[src/hw/rtl/lzfd_pkg.sv]
// ----------------------------------------------------------------------------
// lzfd_pkg
// shared types and constants of the lz77 factor decoder
// ----------------------------------------------------------------------------
package lzfd_pkg;

    // history depth, a power of two so that position mod depth is a bit slice
    localparam int WINDOW    = 4096;
    localparam int MAX_COPY  = 64;
    localparam int HIST_AW   = $clog2(WINDOW);
    localparam int CNT_W     = $clog2(MAX_COPY + 1);
    localparam int POS_W     = 32;
    localparam int LEN_W     = 16;
    localparam int BYTE_W    = 8;

    localparam logic [POS_W-1:0] WINDOW_POS   = POS_W'(WINDOW);
    localparam logic [LEN_W-1:0] MAX_COPY_LEN = LEN_W'(MAX_COPY);

    typedef enum logic [1:0] {
        ERR_NONE   = 2'd0,
        ERR_SOURCE = 2'd1,
        ERR_LENGTH = 2'd2
    } t_err;

    typedef enum logic [3:0] {
        S_IDLE,
        S_CHK_DONE,
        S_CHK_SRC,
        S_CHK_WIN,
        S_CHK_DIST,
        S_CLIP,
        S_READ,
        S_EMIT,
        S_ERR
    } t_state;

    // operands of the shared subtract and compare unit
    typedef struct packed {
        logic [POS_W-1:0] a;
        logic [POS_W-1:0] b;
    } t_alu_req;

    typedef struct packed {
        logic [POS_W-1:0] diff;
        logic             borrow;
        logic             zero;
    } t_alu_res;

    typedef struct packed {
        logic               wr_en;
        logic [HIST_AW-1:0] wr_addr;
        logic [BYTE_W-1:0]  wr_data;
        logic               rd_en;
        logic [HIST_AW-1:0] rd_addr;
    } t_hist_ctl;

endpackage

[src/hw/rtl/lzfd_alu.sv]
// ----------------------------------------------------------------------------
// lzfd_alu
// shared 32-bit subtractor with borrow and zero flags
// ----------------------------------------------------------------------------
module lzfd_alu import lzfd_pkg::*; (
    input  t_alu_req i_req,
    output t_alu_res o_res
);

    logic [POS_W:0] w_diff;

    // a - b, borrow set when a < b
    assign w_diff       = {1'b0, i_req.a} - {1'b0, i_req.b};
    assign o_res.diff   = w_diff[POS_W-1:0];
    assign o_res.borrow = w_diff[POS_W];
    assign o_res.zero   = (w_diff[POS_W-1:0] == '0);

endmodule

[config.mk]
export PLATFORM = sky130hd
export DESIGN_NAME = lzfd_alu
export DESIGN_NICKNAME = d
export VERILOG_FILES = /design/src/hw/rtl/lzfd_pkg.sv /design/src/hw/rtl/lzfd_alu.sv
export SDC_FILE = /design/constraint.sdc
export NUM_CORES = 1
export LEC_CHECK = 0
export BUFFER_PORTS_ARGS = -buffer_cell sky130_fd_sc_hd__buf_2
export CELL_PAD_IN_SITES_DETAIL_PLACEMENT = 1
export CELL_PAD_IN_SITES_GLOBAL_PLACEMENT = 1
export CORE_AREA = 8 8 112 63
export DETAILED_ROUTE_END_ITERATION = 10
export DIE_AREA = 0 0 120 71
export GPL_TIMING_DRIVEN = 1
export PLACE_DENSITY = 0.95
export SYNTH_ARGS = -nofsm -noshare
export SYNTH_HDL_FRONTEND = slang
export SYNTH_SLANG_ARGS = --single-unit
[constraint.sdc]
create_clock -name vclk -period 6.9
set_clock_uncertainty 0.15 [all_clocks]
set_input_delay 0.69 -clock vclk [all_inputs]
set_output_delay 0.69 -clock vclk [all_outputs]
set_load 0.02 [all_outputs]
==> run metrics, run 1 <==
initial antenna violation count=0; Gate Count Post-Synth=270; PD cells=135 mW/mm2; Worst EP arrival=4380 ps; Slew Viols, Final=0; syn_nets=367; initial DRC count=191; worst hold path cell count=4; Initial Util=31.8%; Avg Cell Area, Syn=6.64 um2; Fmax achieved=0.192 GHz; largest net degree at the start of global routing=9; Mapped Area=0.00179 mm2; # setup viols final=0; Die ar.=0.00852 mm2; Worst setup startpoint=i_req[0]; via/cell ratio=5.56; worst path required time=6060 ps; multi-input logic area=0.00163 mm2; Hold Path End=o_res[2]; nets@finish=463; area grow syn2layout=31.8%; Final HPWL DP=7.49 mm; Slew HR=67.9%; layout cell share with drive strength beyond 1=29.1%; CTS resizes=0; leakage power=1.30 nW; Fin. Hold Viols=0; Hold Crit Class=input port to output port; RSZ-0062 raised after global routing=no; ANT nets after route=0; CP Max Fanout=3; Placed Instance Area=0.00236 mm2; RD Place Congestion=0.911; total number of yosys warnings=0; FILL cells=789; routed vias=2450; Post-Layout Cell Count=441; Post-route DRC=0; DRT Pass-1 Iters=4; Seq/Total Area, Yosys=0%; most frequent cells in the layout=buf_2 (98), inv_1 (39), ha_1 (32); # hold bufs at CTS=0; post-placement cell count=441; number of post-CTS setup repair buffers=0; vias in the first global route=2592; io pins=98; CLK BUF=0; Worst VDD drop=0.0324 mV; Final Critical Period=5220 ps; antenna cells=0; GR Overflow Total=0; Total Routing Usage GR=18.9%; Max Cap Viol=0; Cell variety after synth=43; crit path kind=input port to output port; CP endpoint kind=output port; commonest non-fill, non-tap cell in the layout=buf_2; Setup TNS Final=0 ps; hold_sp=i_req[0]; core area=0.00563 mm2; Worst Tran Pin Value=480 ps; Storage cell area=0 um2; DR WL/cell=18.9 um; num rows=20; Design Area, Final=0.00236 mm2; WL final=8.34 mm; first-pass GRT wire length=13.3 mm; status=complete, no violations; Die X=120 um; Die Y=71 um; startpoint types=input port; Final period util=75.6%; seq_cells=0; port bufs=98
[synthesized netlist by cell type, types with 2 or more instances]
library cell	number	share of area (%)
nor2_1	21	4.4
inv_1	39	8.2
xnor2_1	16	7.8
xor2_1	12	5.9
a21o_1	12	5.0
nand3_1	2	0.56
o2111ai_1	2	0.98
o21ai_1	2	0.56
nor3_1	5	1.4
ha_1	32	22
a31oi_1	7	2.4
or4_1	5	2.1
or3_1	2	0.70
clkbuf_1	3	0.63
a21boi_0	2	0.84
nand2b_1	3	1.0
a31o_2	2	0.98
o21a_1	8	3.4
nor2b_1	3	1.0
nand4_1	5	1.7
a211oi_1	4	1.7
o21ai_0	15	4.2
nand2_1	20	4.2
or2_2	2	0.70
o211ai_1	4	1.7
a21oi_1	25	7.0
[routing by layer]
layer,up-vias,track usage [%],part of all wire [%]
met3,22,3.49,8.2
met1,1130,24.1,43
met2,147,32.1,46
met4,0,5.08,2.5
met5,-,0,0
li1,1151,-,-
[worst max path at each step]
stage                     cells past startpoint  endpoint  slack, ps
after floorplan                              13  o_res[0]       1900
after global placement                       14  o_res[0]       1890
after detailed placement                     14  o_res[0]       1710
after CTS                                    14  o_res[0]       1700
after global routing                         14  o_res[0]       1540
final                                        14  o_res[0]       1680
[cell families after synthesis]
kind of cell             synth area share (%)
buffers and inverters                    9.08
adder cells (fa/ha/maj)                  23.5
AO/OA/AOI/OAI                            30.9
AND/OR/NAND/NOR                          22.8
XOR/XNOR                                 13.7
[power breakdown]
| group | internal [mW] | total, mW | leakage, nW | switching [mW] |
|---|---|---|---|---|
| Clock | 0 | 0 | 0 | 0 |
| Sequential | 0 | 0 | 0 | 0 |
| Combinational | 0.113 | 0.319 | 1.30 | 0.205 |
[layout make-up]
| cell class | count | area share, % |
|---|---|---|
| inverters | 39 | 6.20 |
| multi-input cells | 227 | 69.0 |
| well taps | 77 | 4.08 |
| repair buffers | 98 | 20.8 |
[critical path: stages]
cell	delay [ps]
buf_2	100
ha_1	240
fa_1	430
nand2b_1	200
a21oi_1	180
xor2_1	110
or4_1	480
or4_1	390
or4_1	420
or4_1	420
nor3_2	140
o2111ai_1	150
nor4_2	220
buf_2	210
[per-stage QoR]
stage | hold slack (ps) | power, mW | worst slack [ps] | utilization (%)
floorplan | 1430 | 0.200 | 1900 | -
CTS | 1640 | 0.314 | 1700 | 42.0
global route | 1660 | 0.340 | 1540 | 42.0
global placement | 1610 | 0.297 | 1890 | 42.0
finish | 1640 | 0.319 | 1680 | 42.0
detailed placement | 1630 | 0.312 | 1710 | 42.0
(Power assumes the default switching activity.)
==> inputs of run 2 (changes only) <==
CORE_AREA = 8 8 123 68   (was 8 8 112 63)
DIE_AREA = 0 0 131 76   (was 0 0 120 71)
PLACE_DENSITY = 0.85   (was 0.95)
clock period = 4.28 ns   (was 6.9 ns; I/O delays follow)
==> run 2 against run 1 <==
  * The run now ends with negative setup slack left
  * Via count is 2.3% lower
  * Routed wire length is 2.6% lower
  * Sequential share of layout area is the same
  * Worst setup slack worse by 1800 ps
  * Critical path depth grew 1
  * Core utilization fell by 4.1 points
  * Largest power group unchanged
==> run metrics, run 2 (synthesized netlist as in run 1, its figures left out) <==
status=finished with violations; failing checks=negative setup slack; Slew Viols, Final=0 (unchanged); CLK BUF=0 (unchanged); largest net degree at the start of global routing=9 (unchanged); Worst EP arrival=3850 ps (-530 ps); PD cells=208 mW/mm2 (+54%); met3 usage=2.72% (-0.77 points); RD Place Congestion=0.833 (-8.5%); RSZ-0062 raised after global routing=yes; GR Overflow Total=0 (unchanged); worst path required time=3700 ps (-2360 ps); Setup TNS Final=-149 ps (-149 ps); M1 GR Usage=22.5% (-1.5 points); post-placement cell count=474 (+7.5%); seq_cells=0 (unchanged); Global Route met2 Usage=25.5% (-6.6 points); io pins=98 (unchanged); slowest cell on the critical path=or4_1; leakage power=1.40 nW (+7.4%); Final period util=103%; # setup viols final=1 (+1); cell mode on critical path=or4_1; number of post-CTS setup repair buffers=0 (unchanged); # hold bufs at CTS=0 (unchanged); ANT nets after route=0 (unchanged); total power=0.540 mW (+69%); area grow syn2layout=44.8%; Slew HR=63.3% (-4.6 points); core area=0.00685 mm2 (+22%); Die Y=76 um (+7.0%); Initial Util=26.1% (-5.7 points); Final HPWL DP=7.33 mm (-2.2%); CP delay by family, top=simple AND/OR/NAND/NOR gates; DR WL/cell=17.1 um (-9.4%); initial antenna violation count=0 (unchanged); Total Routing Usage GR=15.9% (-3.0 points); nets@finish=477 (+3.0%); Die X=131 um (+9.2%); setup ws final=-149 ps (-1830 ps); Post-Layout Cell Count=474 (+7.5%); commonest non-fill, non-tap cell in the layout=buf_2; first-pass GRT wire length=13.4 mm (+0.10%); Buf/Inv on CP=3 (+1); Worst Tran Pin Value=545 ps (+65.3 ps); routed vias=2394 (-2.3%); Slowest Stage Delay on Critical Path=460 ps (-20 ps); critical-path cell list=buf_8 -> inv_4 -> ha_4 -> fa_2 -> nand2b_4 -> a21oi_4 -> xor2_4 -> or4_1 -> or4_1 -> or4_1 -> or4_4 -> nor3_4 -> o2111ai_2 -> nor4_4 -> buf_4; Hold Crit Class=input port to output port; via/cell ratio=5.05 (-9.1%); Fin. Hold Viols=0 (unchanged); most frequent cells in the layout=buf_2 (95), inv_1 (38), ha_1 (31); grt peak-use layer=met2; Post-route DRC=0 (unchanged); Fmax achieved=0.226 GHz; antenna cells=0 (unchanged); Storage cell area=0 um2 (unchanged); crit path kind=input port to output port; vias in the first global route=2534 (-2.2%); Die ar.=0.00996 mm2 (+17%); port bufs=98 (unchanged); CP endpoint kind=output port; Worst VDD drop=0.0449 mV (+39%); initial DRC count=181 (-5.2%); DRT Pass-1 Iters=4 (unchanged); Max Cap Viol=0 (unchanged); WL final=8.12 mm (-2.6%); Final Critical Period=4430 ps; startpoint types=input port; num rows=22 (+10%); CP Max Fanout=3 (unchanged); layout cell share with drive strength beyond 1=34.1% (+5.0 points)
run 2: layout make-up:
cell class / count / area (um2)
repair buffers: 112 / 614
inverters: 39 / 149
well taps: 96 / 120
multi-input cells: 227 / 1710
fillers: 904 / 4260
run 2: worst paths after layout:
kind / slack, ps / endpoint / from / depth (start not counted)
max: -150 / o_res[0] / i_req[32] / 15
min: 1100 / o_res[2] / i_req[0] / 4
run 2: what timing repair did:
action / in CTS / in global routing
endpoints found under the setup margin: 1 / 1
pin swaps: 3 / 2
gates resized for setup: 10 / 2
run 2: metrics by stage:
step / setup slack, ps / hold slack, ps / cell area (um2) / utilization [%]
after floorplan: 24.2 / 903 / 1850 / -
after global placement: -176 / 1090 / 2550 / 37.1
final: -149 / 1100 / 2590 / 37.9
after CTS: -179 / 1100 / 2590 / 37.7
after global routing: -266 / 1110 / 2590 / 37.9
after detailed placement: -291 / 1120 / 2550 / 37.1
run 2: power by group:
| part | internal (mW) | switching (mW) |
|---|---|---|
| registers | 0 | 0 |
| clock network | 0 | 0 |
| logic | 0.205 | 0.335 |
run 2: layer usage:
metal,vias up,share of wire [%]
li1,1172,-
met3,6,9.4
met1,1132,47
met2,84,43
met4,0,0.66
met5,-,0
run 2: tightest hold or removal path: cells and delay by family:
| family | cells | cell delay, ps |
|---|---|---|
| adders and majority gates | 1 | 120 |
| buffers and inverters | 3 | 270 |
